File: src/rtl/sfrc_pkg.sv
// Shared types and constants for the serial frame receiver with checksum.
// No dependencies.
`timescale 1ns / 1ps

package sfrc_pkg;

  localparam int unsigned ByteW  = 8;
  localparam int unsigned WordW  = 16;
  localparam int unsigned StatW  = 3;
  localparam int unsigned CfgIdxW = 3;
  localparam int unsigned CfgDataW = 16;

  // Frame position of the first payload byte.
  localparam logic [WordW-1:0] DataStart = 16'd8;

  localparam logic [ByteW-1:0] HeaderFirstRst  = 8'h00;
  localparam logic [ByteW-1:0] HeaderSecondRst = 8'h00;
  localparam logic [ByteW-1:0] OwnIdRst        = 8'h01;
  localparam logic [WordW-1:0] MaxLengthRst    = 16'd256;

  typedef enum logic [3:0] {
    PhHdr1  = 4'd0,
    PhHdr2  = 4'd1,
    PhFrame = 4'd2,
    PhId    = 4'd3,
    PhCmd   = 4'd4,
    PhLenHi = 4'd5,
    PhLenLo = 4'd6,
    PhRsvd  = 4'd7,
    PhData  = 4'd8,
    PhSumHi = 4'd9,
    PhSumLo = 4'd10
  } phase_e;

  typedef enum logic [StatW-1:0] {
    StHunt       = 3'd0,
    StInFrame    = 3'd1,
    StGood       = 3'd2,
    StBadSum     = 3'd3,
    StIdMismatch = 3'd4,
    StLenReject  = 3'd5
  } status_e;

  typedef enum logic [CfgIdxW-1:0] {
    CfgHeaderFirst  = 3'd0,
    CfgHeaderSecond = 3'd1,
    CfgOwnId        = 3'd2,
    CfgMaxLength    = 3'd3
  } cfg_idx_e;

  typedef struct packed {
    logic [ByteW-1:0] header_first;
    logic [ByteW-1:0] header_second;
    logic [ByteW-1:0] own_id;
    logic [WordW-1:0] max_length;
  } cfg_t;

  typedef struct packed {
    logic [ByteW-1:0] data_byte;
    logic [WordW-1:0] position;
    status_e          status;
  } res_t;

endpackage

File: src/rtl/sfrc_if.sv
// Valid/ready channel interfaces: received bytes, results, config writes.
// Depends on sfrc_pkg.
`timescale 1ns / 1ps

interface sfrc_rx_if import sfrc_pkg::*; ();
  logic             valid;
  logic             ready;
  logic [ByteW-1:0] rx_byte;

  modport source (output valid, output rx_byte, input ready);
  modport sink   (input valid, input rx_byte, output ready);
endinterface

interface sfrc_res_if import sfrc_pkg::*; ();
  logic             valid;
  logic             ready;
  logic [ByteW-1:0] data_byte;
  logic [WordW-1:0] position;
  logic [StatW-1:0] status;

  modport source (output valid, output data_byte, output position, output status,
                  input ready);
  modport sink   (input valid, input data_byte, input position, input status,
                  output ready);
endinterface

interface sfrc_cfg_if import sfrc_pkg::*; ();
  logic                valid;
  logic                ready;
  logic [CfgIdxW-1:0]  index;
  logic [CfgDataW-1:0] data;

  modport source (output valid, output index, output data, input ready);
  modport sink   (input valid, input index, input data, output ready);
endinterface

File: src/rtl/serial_frame_receiver_checksum_unit.sv
// Top level of the serial frame receiver with 16-bit additive checksum.
// Depends on sfrc_pkg, sfrc_if, sfrc_cfg_regs and sfrc_parser.
`timescale 1ns / 1ps

// Takes one received byte per word on rx_i and returns one result word per
// byte on res_o: the byte echoed, its position in the current frame and a
// status (hunting, in frame, frame good, checksum bad, ID mismatch, length
// rejected). Frame: two header bytes, frame number, module ID, command,
// 16-bit big-endian length, reserved byte, payload, 16-bit sum high byte
// first; the sum covers length through payload. Rate is one byte per
// clock while res_o does not stall: a byte sits in the input register,
// and the parser updates its state and the result register in the cycle
// it moves on; res_o.valid is driven from the result register. The result
// register frees rx_i while res_o stalls until the input register also
// holds a byte.
// Configuration writes on cfg_i are always ready; write them only with
// both registers empty.

module serial_frame_receiver_checksum_unit import sfrc_pkg::*; (
  input  logic        clk_i,
  input  logic        rst_ni,
  sfrc_rx_if.sink     rx_i,
  sfrc_res_if.source  res_o,
  sfrc_cfg_if.sink    cfg_i
);

  cfg_t cfg;
  res_t step_res;

  // input register
  logic             in_valid_q, in_valid_d;
  logic [ByteW-1:0] in_byte_q;
  logic             rx_take;

  // result register
  logic out_valid_q, out_valid_d;
  res_t out_q;

  logic advance;  // byte in input register is parsed this cycle

  assign advance    = in_valid_q && (!out_valid_q || res_o.ready);
  assign rx_i.ready = !in_valid_q || advance;
  assign rx_take    = rx_i.valid && rx_i.ready;

  always_comb begin
    in_valid_d = in_valid_q;
    if (rx_take)      in_valid_d = 1'b1;
    else if (advance) in_valid_d = 1'b0;
  end

  always_comb begin
    out_valid_d = out_valid_q;
    if (advance)          out_valid_d = 1'b1;
    else if (res_o.ready) out_valid_d = 1'b0;
  end

  always_ff @(posedge clk_i or negedge rst_ni) begin
    if (!rst_ni) begin
      in_valid_q  <= 1'b0;
      out_valid_q <= 1'b0;
    end else begin
      in_valid_q  <= in_valid_d;
      out_valid_q <= out_valid_d;
    end
  end

  // payload registers, no reset
  always_ff @(posedge clk_i) begin
    if (rx_take) in_byte_q <= rx_i.rx_byte;
    if (advance) out_q     <= step_res;
  end

  sfrc_cfg_regs u_cfg_regs (
    .clk_i  (clk_i),
    .rst_ni (rst_ni),
    .cfg_i  (cfg_i),
    .cfg_o  (cfg)
  );

  sfrc_parser u_parser (
    .clk_i  (clk_i),
    .rst_ni (rst_ni),
    .step_i (advance),
    .byte_i (in_byte_q),
    .cfg_i  (cfg),
    .res_o  (step_res)
  );

  assign res_o.valid     = out_valid_q;
  assign res_o.data_byte = out_q.data_byte;
  assign res_o.position  = out_q.position;
  assign res_o.status    = out_q.status;

endmodule

File: src/rtl/sfrc_cfg_regs.sv
// Configuration register file: header bytes, module ID, length limit.
// Depends on sfrc_pkg and sfrc_cfg_if.
`timescale 1ns / 1ps

module sfrc_cfg_regs import sfrc_pkg::*; (
  input  logic        clk_i,
  input  logic        rst_ni,
  sfrc_cfg_if.sink    cfg_i,
  output cfg_t        cfg_o
);

  cfg_t cfg_q, cfg_d;
  logic wr_en;

  assign cfg_i.ready = 1'b1;
  assign wr_en       = cfg_i.valid;

  always_comb begin
    cfg_d = cfg_q;
    if (wr_en) begin
      unique case (cfg_idx_e'(cfg_i.index))
        CfgHeaderFirst:  cfg_d.header_first  = cfg_i.data[ByteW-1:0];
        CfgHeaderSecond: cfg_d.header_second = cfg_i.data[ByteW-1:0];
        CfgOwnId:        cfg_d.own_id        = cfg_i.data[ByteW-1:0];
        CfgMaxLength:    cfg_d.max_length    = cfg_i.data[WordW-1:0];
        default:         cfg_d = cfg_q;  // writes beyond the map are dropped
      endcase
    end
  end

  always_ff @(posedge clk_i or negedge rst_ni) begin
    if (!rst_ni) begin
      cfg_q.header_first  <= HeaderFirstRst;
      cfg_q.header_second <= HeaderSecondRst;
      cfg_q.own_id        <= OwnIdRst;
      cfg_q.max_length    <= MaxLengthRst;
    end else begin
      cfg_q <= cfg_d;
    end
  end

  assign cfg_o = cfg_q;

endmodule

File: src/rtl/sfrc_parser.sv
// Frame parser: phase FSM, byte counter, length and running sum.
// Depends on sfrc_pkg.
`timescale 1ns / 1ps

module sfrc_parser import sfrc_pkg::*; (
  input  logic             clk_i,
  input  logic             rst_ni,
  input  logic             step_i,
  input  logic [ByteW-1:0] byte_i,
  input  cfg_t             cfg_i,
  output res_t             res_o
);

  phase_e           phase_q, phase_d;
  logic [WordW-1:0] count_q, count_d;
  logic [WordW-1:0] len_q, len_d;
  logic [WordW-1:0] sum_q, sum_d;
  logic [ByteW-1:0] sum_hi_q, sum_hi_d;

  logic [WordW-1:0] pos;
  status_e          status;
  logic [WordW-1:0] len_full;
  logic [WordW-1:0] sum_add;
  logic             len_ok;
  logic             data_last;

  assign len_full  = {len_q[WordW-1:ByteW], byte_i};
  assign len_ok    = len_full < cfg_i.max_length;
  assign sum_add   = sum_q + {{(WordW-ByteW){1'b0}}, byte_i};
  assign data_last = (count_q - DataStart) == (len_q - 16'd1);

  // next phase
  always_comb begin
    phase_d = phase_q;
    unique case (phase_q)
      PhHdr2: begin
        if (byte_i == cfg_i.header_second)     phase_d = PhFrame;
        else if (byte_i == cfg_i.header_first) phase_d = PhHdr2;
        else                                   phase_d = PhHdr1;
      end
      PhFrame: phase_d = PhId;
      PhId:    phase_d = (byte_i == cfg_i.own_id) ? PhCmd : PhHdr1;
      PhCmd:   phase_d = PhLenHi;
      PhLenHi: phase_d = PhLenLo;
      PhLenLo: phase_d = len_ok ? PhRsvd : PhHdr1;
      PhRsvd:  phase_d = (len_q == '0) ? PhSumHi : PhData;
      PhData:  phase_d = data_last ? PhSumHi : PhData;
      PhSumHi: phase_d = PhSumLo;
      PhSumLo: phase_d = PhHdr1;
      default: phase_d = (byte_i == cfg_i.header_first) ? PhHdr2 : PhHdr1;
    endcase
  end

  // per-byte outputs and datapath updates
  always_comb begin
    pos      = count_q;
    status   = StInFrame;
    len_d    = len_q;
    sum_d    = sum_q;
    sum_hi_d = sum_hi_q;
    unique case (phase_q)
      PhHdr2: begin
        if (byte_i == cfg_i.header_second) begin
          pos = count_q;
        end else if (byte_i == cfg_i.header_first) begin
          pos = '0;  // repeated first header byte restarts the frame
        end else begin
          status = StHunt;
        end
      end
      PhFrame, PhCmd: pos = count_q;
      PhId: begin
        if (byte_i != cfg_i.own_id) status = StIdMismatch;
      end
      PhLenHi: begin
        len_d = {byte_i, {ByteW{1'b0}}};
        sum_d = {{(WordW-ByteW){1'b0}}, byte_i};
      end
      PhLenLo: begin
        len_d = len_full;
        sum_d = sum_add;
        if (!len_ok) status = StLenReject;
      end
      PhRsvd, PhData: sum_d = sum_add;
      PhSumHi: sum_hi_d = byte_i;
      PhSumLo: status = (sum_q == {sum_hi_q, byte_i}) ? StGood : StBadSum;
      default: begin
        pos = '0;
        if (byte_i != cfg_i.header_first) status = StHunt;
      end
    endcase
    count_d = pos + 16'd1;
  end

  always_ff @(posedge clk_i or negedge rst_ni) begin
    if (!rst_ni) begin
      phase_q  <= PhHdr1;
      count_q  <= '0;
      len_q    <= '0;
      sum_q    <= '0;
      sum_hi_q <= '0;
    end else if (step_i) begin
      phase_q  <= phase_d;
      count_q  <= count_d;
      len_q    <= len_d;
      sum_q    <= sum_d;
      sum_hi_q <= sum_hi_d;
    end
  end

  assign res_o.data_byte = byte_i;
  assign res_o.position  = pos;
  assign res_o.status    = status;

endmodule

File: src/flat_wrapper.sv
// flat-port wrapper written by rule: the top's interface ports become plain ports
module serial_frame_receiver_checksum_unit_flat import sfrc_pkg::*;
  (clk_i, rst_ni, rx_i_valid, rx_i_rx_byte, rx_i_ready, res_o_valid, res_o_data_byte, res_o_position, res_o_status, res_o_ready, cfg_i_valid, cfg_i_index, cfg_i_data, cfg_i_ready);
  sfrc_rx_if rx_i_i ();
  sfrc_res_if res_o_i ();
  sfrc_cfg_if cfg_i_i ();
  input  logic clk_i;
  input  logic rst_ni;
  input wire logic [$bits(rx_i_i.valid)-1:0] rx_i_valid;
  input wire logic [$bits(rx_i_i.rx_byte)-1:0] rx_i_rx_byte;
  output wire logic [$bits(rx_i_i.ready)-1:0] rx_i_ready;
  output wire logic [$bits(res_o_i.valid)-1:0] res_o_valid;
  output wire logic [$bits(res_o_i.data_byte)-1:0] res_o_data_byte;
  output wire logic [$bits(res_o_i.position)-1:0] res_o_position;
  output wire logic [$bits(res_o_i.status)-1:0] res_o_status;
  input wire logic [$bits(res_o_i.ready)-1:0] res_o_ready;
  input wire logic [$bits(cfg_i_i.valid)-1:0] cfg_i_valid;
  input wire logic [$bits(cfg_i_i.index)-1:0] cfg_i_index;
  input wire logic [$bits(cfg_i_i.data)-1:0] cfg_i_data;
  output wire logic [$bits(cfg_i_i.ready)-1:0] cfg_i_ready;
  assign rx_i_i.valid = rx_i_valid;
  assign rx_i_i.rx_byte = rx_i_rx_byte;
  assign rx_i_ready = rx_i_i.ready;
  assign res_o_valid = res_o_i.valid;
  assign res_o_data_byte = res_o_i.data_byte;
  assign res_o_position = res_o_i.position;
  assign res_o_status = res_o_i.status;
  assign res_o_i.ready = res_o_ready;
  assign cfg_i_i.valid = cfg_i_valid;
  assign cfg_i_i.index = cfg_i_index;
  assign cfg_i_i.data = cfg_i_data;
  assign cfg_i_ready = cfg_i_i.ready;
  serial_frame_receiver_checksum_unit u_core (.clk_i(clk_i), .rst_ni(rst_ni), .rx_i(rx_i_i), .res_o(res_o_i), .cfg_i(cfg_i_i));
endmodule
File: config.mk
export PLATFORM = sky130hd
export DESIGN_NAME = serial_frame_receiver_checksum_unit_flat
export DESIGN_NICKNAME = d
export VERILOG_FILES = /design/src/rtl/sfrc_pkg.sv /design/src/rtl/sfrc_if.sv /design/src/rtl/serial_frame_receiver_checksum_unit.sv /design/src/rtl/sfrc_cfg_regs.sv /design/src/rtl/sfrc_parser.sv /design/src/flat_wrapper.sv
export SDC_FILE = /design/constraint.sdc
export NUM_CORES = 1
export LEC_CHECK = 0
export BUFFER_PORTS_ARGS = -buffer_cell sky130_fd_sc_hd__buf_4
export CAP_MARGIN = 20
export CORE_MARGIN = 5
export CORE_UTILIZATION = 30
export CTS_CLUSTER_SIZE = 8
export DETAILED_ROUTE_END_ITERATION = 12
export REMOVE_ABC_BUFFERS = 1
export SLEW_MARGIN = 20
export SYNTH_ARGS = -nofsm -noshare
export SYNTH_HDL_FRONTEND = slang
export SYNTH_SLANG_ARGS = --single-unit
File: constraint.sdc
create_clock -name clk_i -period 4.6 [get_ports clk_i]
set_clock_uncertainty 0.15 [all_clocks]
set_input_delay 0.92 -clock clk_i [delete_from_list [all_inputs] [get_ports clk_i]]
set_output_delay 0.92 -clock clk_i [all_outputs]
set_load 0.01 [all_outputs]
; ---- Word-level counts from Yosys, hierarchy flattened
; Index checks and enable logic that the tools add are counted.
[word_totals]
register_bits = 137
in_bits = 32
out_inout_bits = 30
elab_cells = 88
[classes]
n_addsub = 4
magnitude_cmp = 1
n_eq_ne = 20
n_mux = 23
bitwise_logic = 1
reduce_logical = 23
[ops]
columns = op, count
row1 = one-hot mux 16 bit (2 select lines), 3
row2 = one-hot mux 4 bit (10 select lines), 1
row3 = == test 16 bit, 2
row4 = 2-to-1 mux 16 bit, 2
row5 = == test 8 bit, 3
row6 = adder 16 x 1 -> 16 bit (second input constant), 1
row7 = adder 16 x 8 -> 16 bit, 1
row8 = == test 4 x 3 -> 1 bit (second input constant), 4
row9 = zero test 16 bit, 1
row10 = < comparator 16 bit, 1
row11 = != test 8 bit, 2
row12 = subtractor 16 x 1 -> 16 bit (second input constant), 1
row13 = subtractor 16 x 4 -> 16 bit (second input constant), 1
row14 = one-hot mux 3 bit (5 select lines), 1
row15 = AND reduction 2 bit, 7
row16 = == test 4 bit (second input constant), 3
row17 = 2-to-1 mux 3 bit, 4
row18 = 2-to-1 mux 1 bit, 11
row19 = OR reduction 9 bit, 1
row20 = == test 4 x 2 -> 1 bit (second input constant), 2
row21 = nonzero test 2 bit, 4
row22 = == test 3 x 2 -> 1 bit (second input constant), 2
row23 = OR reduction 6 bit, 1
row24 = == test 4 x 1 -> 1 bit (second input constant), 1
row25 = 9 further kinds, 12

; ---- Longest topological paths before layout
[logic_depth]
ltp_word = 6
ltp_mapped = 17
depth_no_buf = 14

; ---- Hierarchy
; Synthesis repeated with hierarchy kept, for this count alone.
[unflattened]
hier_cells = 723
hier_area_um2 = 7699.9
[modules_own_cells]
columns = module, instances, cells_per_inst, area_per_inst_um2, seq_area_each_um2
row1 = sfrc_parser, 1, 591, 4998.5, 1501.4
row2 = sfrc_cfg_regs, 1, 89, 1546.5, 1003.5
row3 = serial_frame_receiver_checksum_unit, 1, 43, 1154.9, 1101.1

; ---- Least setup slack after synthesis
; Ideal clock, no wire load.
[synth_path]
path_type = reg2reg
from = register u_core.in_byte_q[2]
to = register u_core.u_parser.count_q[14]
setup_ns = 0.127
t_arrival_ns = 3.106
required_ns = 4.323
path_slack_ns = 1.217
stages_incl_launch_ff = 18
path_buffers = 3
synth_period_minus_slack_ns = 3.383
path_cell_list = edfxtp_1 clkbuf_1 xnor2_1 nand4_1 nor2_1 o21ai_2 a21boi_2 buf_6 clkbuf_1 and2_1 ha_1 nand3_1 or2_2 nor2_1 and3_1 nand3_1 mux2i_1 mux2i_1
[synth_rtl]
columns = item, line
row1 = from (decl), serial_frame_receiver_checksum_unit.sv:32  ; logic [ByteW-1:0] in_byte_q;
row2 = from (signal assigned), serial_frame_receiver_checksum_unit.sv:69  ; if (rx_take) in_byte_q <= rx_i.rx_byte;
row3 = to (signal assigned), sfrc_parser.sv:104  ; count_q <= count_d;
row4 = to (decl), sfrc_parser.sv:15  ; logic [WordW-1:0] count_q, count_d;

==> metrics.csv <==
stage,metric,value,unit
status,outcome,"finished, final reports clean",
die,core area,25200,um2
sta,setup violators final,0,
sta,fmax,289,MHz
sta,Slew headroom,0.305,
die,Vert. Die Dim,170,um
placed_design,hpwl dp,13.9,mm
sta,final setup TNS,0,ns
global_routing,gr usage total,0.131,
worst_hold_path,Worst Hold Class,reg -> reg,
worst_setup_path,Critical Path RT,4.75,ns
layout,Post-Layout Cell Count,1117,
synth,ys async rst share,0.745,
die,row count,58,
synth,sequential area share after synthesis,0.469,
synth,cell accounting for the most synthesized area,dfrtp_1,
worst_setup_path,"Max FO, Critical Path",9,
sta,worst-margin pin slew,1.04,ns
synth,Post-synth EDFFs,35,
drt,Post-DRT Antenna Nets,0,
clocking,# Post-CTS Setup Buffers,0,
clocking,CTS Sinks,137,
flow_run,max cap viols,0,
clocking,"Clk Latency, worst-skew pair",0.43,ns
layout,Reg area,3610,um2
layout,# nets final,833,
layout,multi-input logic area,3760,um2
worst_setup_path,Setup CP Type,reg -> reg,
global_routing,number of global-route vias before repair,5430,
clocking,CTS tree,yes,
placed_design,"worst slack, placed",1.15,ns
synth,"top cells by area, synth","dfrtp_1, edfxtp_1, mux2_2",
drt,routed length per instance,16.7,um
clocking,Resized cells post-CTS,0,
power_and_ir_drop,Peak supply drop,254,uV
clocking,Longest Clk Path Bufs,2,
die,# IOs,62,
drt,routed wire length,18.7,mm
clocking,H-tree Lvls,4,
global_routing,first-pass GRT wire length,29.8,mm
worst_setup_path,crit end category,register,
placed_design,placed cell count,1085,
layout,fraction of layout cells with a size suffix above 1,0.225,
clocking,clk slew on worst S/H paths,0.06,ns
drt,DRC Markers,0,
sta,Fin. Hold Viols,0,
synth,#FFs+latches synth,137,
synth,yosys warns,0,
placed_design,gpl congestion,0.861,
drt,first-pass detailed-route iteration total,4,
power_and_ir_drop,power consumption,5.35,mW
global_routing,GR Overflow Total,0,
power_and_ir_drop,Cell Pwr Density,593,nW/um2
die,Die X,170,um
clocking,CTS Buf Count,17,
drt,via count,5530,
power_and_ir_drop,Leakage,3.78,nW
placed_design,buffers added on ports,60,
sta,RSZ-0062 raised after global routing,false,
sta,post-route clock period utilization,0.753,
worst_setup_path,Crit path arrival time,3.62,ns
sta,post-route setup slack,1.13,ns
synth,mapped cell area,7690,um2
sta,Final Max Slew Viols,0,
die,Initial Utilization,0.305,
synth,Synth Instances,726,
synth,synth unique cells,72,
layout,fin area,9030,um2
synth,Yosys top cell area share,0.326,
placed_design,Placement Cell Area,8430,um2
layout,Inserted Diodes,0,
clocking,Root Driver,clkbuf_16,
clocking,cts hold-fix bufs,0,
layout,area grow syn2layout,17.4,%
global_routing,initial antenna violation count,0,
drt,vias per inst,4.95,
drt,initial drt markers,275,
synth,Mapped Avg Cell Area,10.6,um2
synth,ys flop type,dfrtp_1,
layout,FILL cells,2496,
worst_setup_path,Setup crit start kind,register,
die,DIE AREA,28900,um2
global_routing,largest net degree at the start of global routing,49,
sta,Final min period,3.47,ns
[critical path, cell delays in order, from the launching register on]
cell and delay [ns]:
edfxtp_1 0.58, xnor2_1 0.23, nand4_1 0.12, nor2_1 0.29, o21ai_2 0.11, a21boi_2 0.21, and2_1 0.18, ha_1 0.20
nand3_1 0.11, or2_2 0.36, nor2_1 0.20, and3_1 0.26, nand3_1 0.09, mux2i_1 0.14, mux2i_1 0.09
[where the power goes]
group / internal, mW / switching (mW) / total, mW / leakage [nW]
combinational: 0.954 / 1.04 / 1.99 / 1.89
clock: 0.804 / 0.573 / 1.38 / 0.296
sequential: 1.58 / 0.404 / 1.99 / 1.59
total: 3.34 / 2.01 / 5.35 / 3.78
[metal layers]
layer,track usage,up-vias,routed length [um]
met5,0,-,0
met4,0.0455,0,443
met3,0.0300,23,897
met2,0.216,115,9070
met1,0.171,2709,8280
li1,-,2683,-
[synthesized netlist by cell type, drive strengths merged, types with 3 or more instances]
master  instances
nand2b          7
or3             9
and3            7
nand4          17
buf            13
or2             3
and2           19
nor4           10
nor3b           3
nor4b           4
nor3           19
xnor2          62
nand3          13
nand2          47
a22o            4
nor2b          11
a211oi          4
o31ai           4
inv            33
edfxtp         35
nor2           45
or4             5
a21boi          3
a21o           10
xor2           10
o21ai          30
a21oi          35
ha             26
clkbuf         28
a31oi           3
mux2           58
dfrtp         100
mux2i          15
[layout by cell type, fill, tap and decap left out, types with 3 or more instances in the layout]
cell type  instances
a211oi_1           4
a21o_1            10
a21oi_1           34
a22o_1             4
a31oi_1            3
and2_1            19
and3_1             7
buf_4             70
clkbuf_16         18
clkinv_4           5
dfrtp_1          100
edfxtp_1          35
ha_1              26
inv_1             32
inv_6              4
mux2_2            56
mux2i_1           15
nand2_1           47
nand2b_1           7
nand3_1           13
nand4_1           17
nor2_1            45
nor2b_1           11
nor3_1            17
nor3b_1            3
nor4_1             9
o21ai_0           28
o31ai_1            3
or3_1              9
or4_1              4
xnor2_1           62
xor2_1            10
[kinds of logic (layout without fill, tap and decap cells)]
| family | Yosys count | count (layout) | share of synthesized area |
|---|---|---|---|
| mux | 73 | 73 | 0.105 |
| simple gates | 228 | 228 | 0.161 |
| other cells | 1 | 1 | 0.000488 |
| compound gates | 114 | 114 | 0.0951 |
| xor+xnor | 72 | 72 | 0.0820 |
| buf+inv | 74 | 135 | 0.0418 |
| fa+ha+maj | 27 | 27 | 0.0449 |
| flops | 137 | 137 | 0.469 |
[sequential cells by signal (all words and copies together) (netlist names)]
register	flops
u_core.in_valid_q	1
u_core.res_o.valid	1
u_core.u_parser.count_q	16
u_core.u_parser.sum_hi_q	8
u_core.u_parser.sum_q	16
u_core.res_o.status	3
u_core.u_cfg_regs.cfg_o	40
u_core.in_byte_q	8
u_core.res_o.position	16
u_core.res_o.data_byte	8
u_core.u_parser.len_q	16
u_core.u_parser.phase_q	4
[metrics by stage]
step,utilization,hold slack (ns)
2_1_floorplan,-,0.319
3_3_place_gp,0.335,0.338
3_5_place_dp,0.335,0.342
4_1_cts,0.358,0.358
5_1_grt,0.358,0.373
6_report,0.358,0.354
[area by class of cell]
cell class,count,share of cell area
multi-input cells,515,0.417
flip-flops and latches,137,0.399
repair buffers,70,0.0582
clock buffers,19,0.0514
well taps,330,0.0457
clock inverters,13,0.0146
inverters,33,0.0137
[worst paths after layout]
check	startpoint	to	slack [ns]	cells past startpoint
worst max-delay path	u_core.in_byte_q[7]	u_core.u_parser.count_q[14]	1.13	14
worst min-delay path	u_core.u_parser.sum_q[6]	u_core.u_parser.sum_q[6]	0.35	1
worst max register to register	u_core.in_byte_q[7]	u_core.u_parser.count_q[14]	1.13	14
worst min register to register	u_core.u_parser.sum_q[6]	u_core.u_parser.sum_q[6]	0.35	1
max in group asynchronous	rst_ni	u_core.u_cfg_regs.cfg_o[8]	3.03	2
min in group asynchronous	rst_ni	u_core.u_parser.sum_hi_q[0]	0.38	1
No activity file was read; power rests on OpenSTA's default activity.
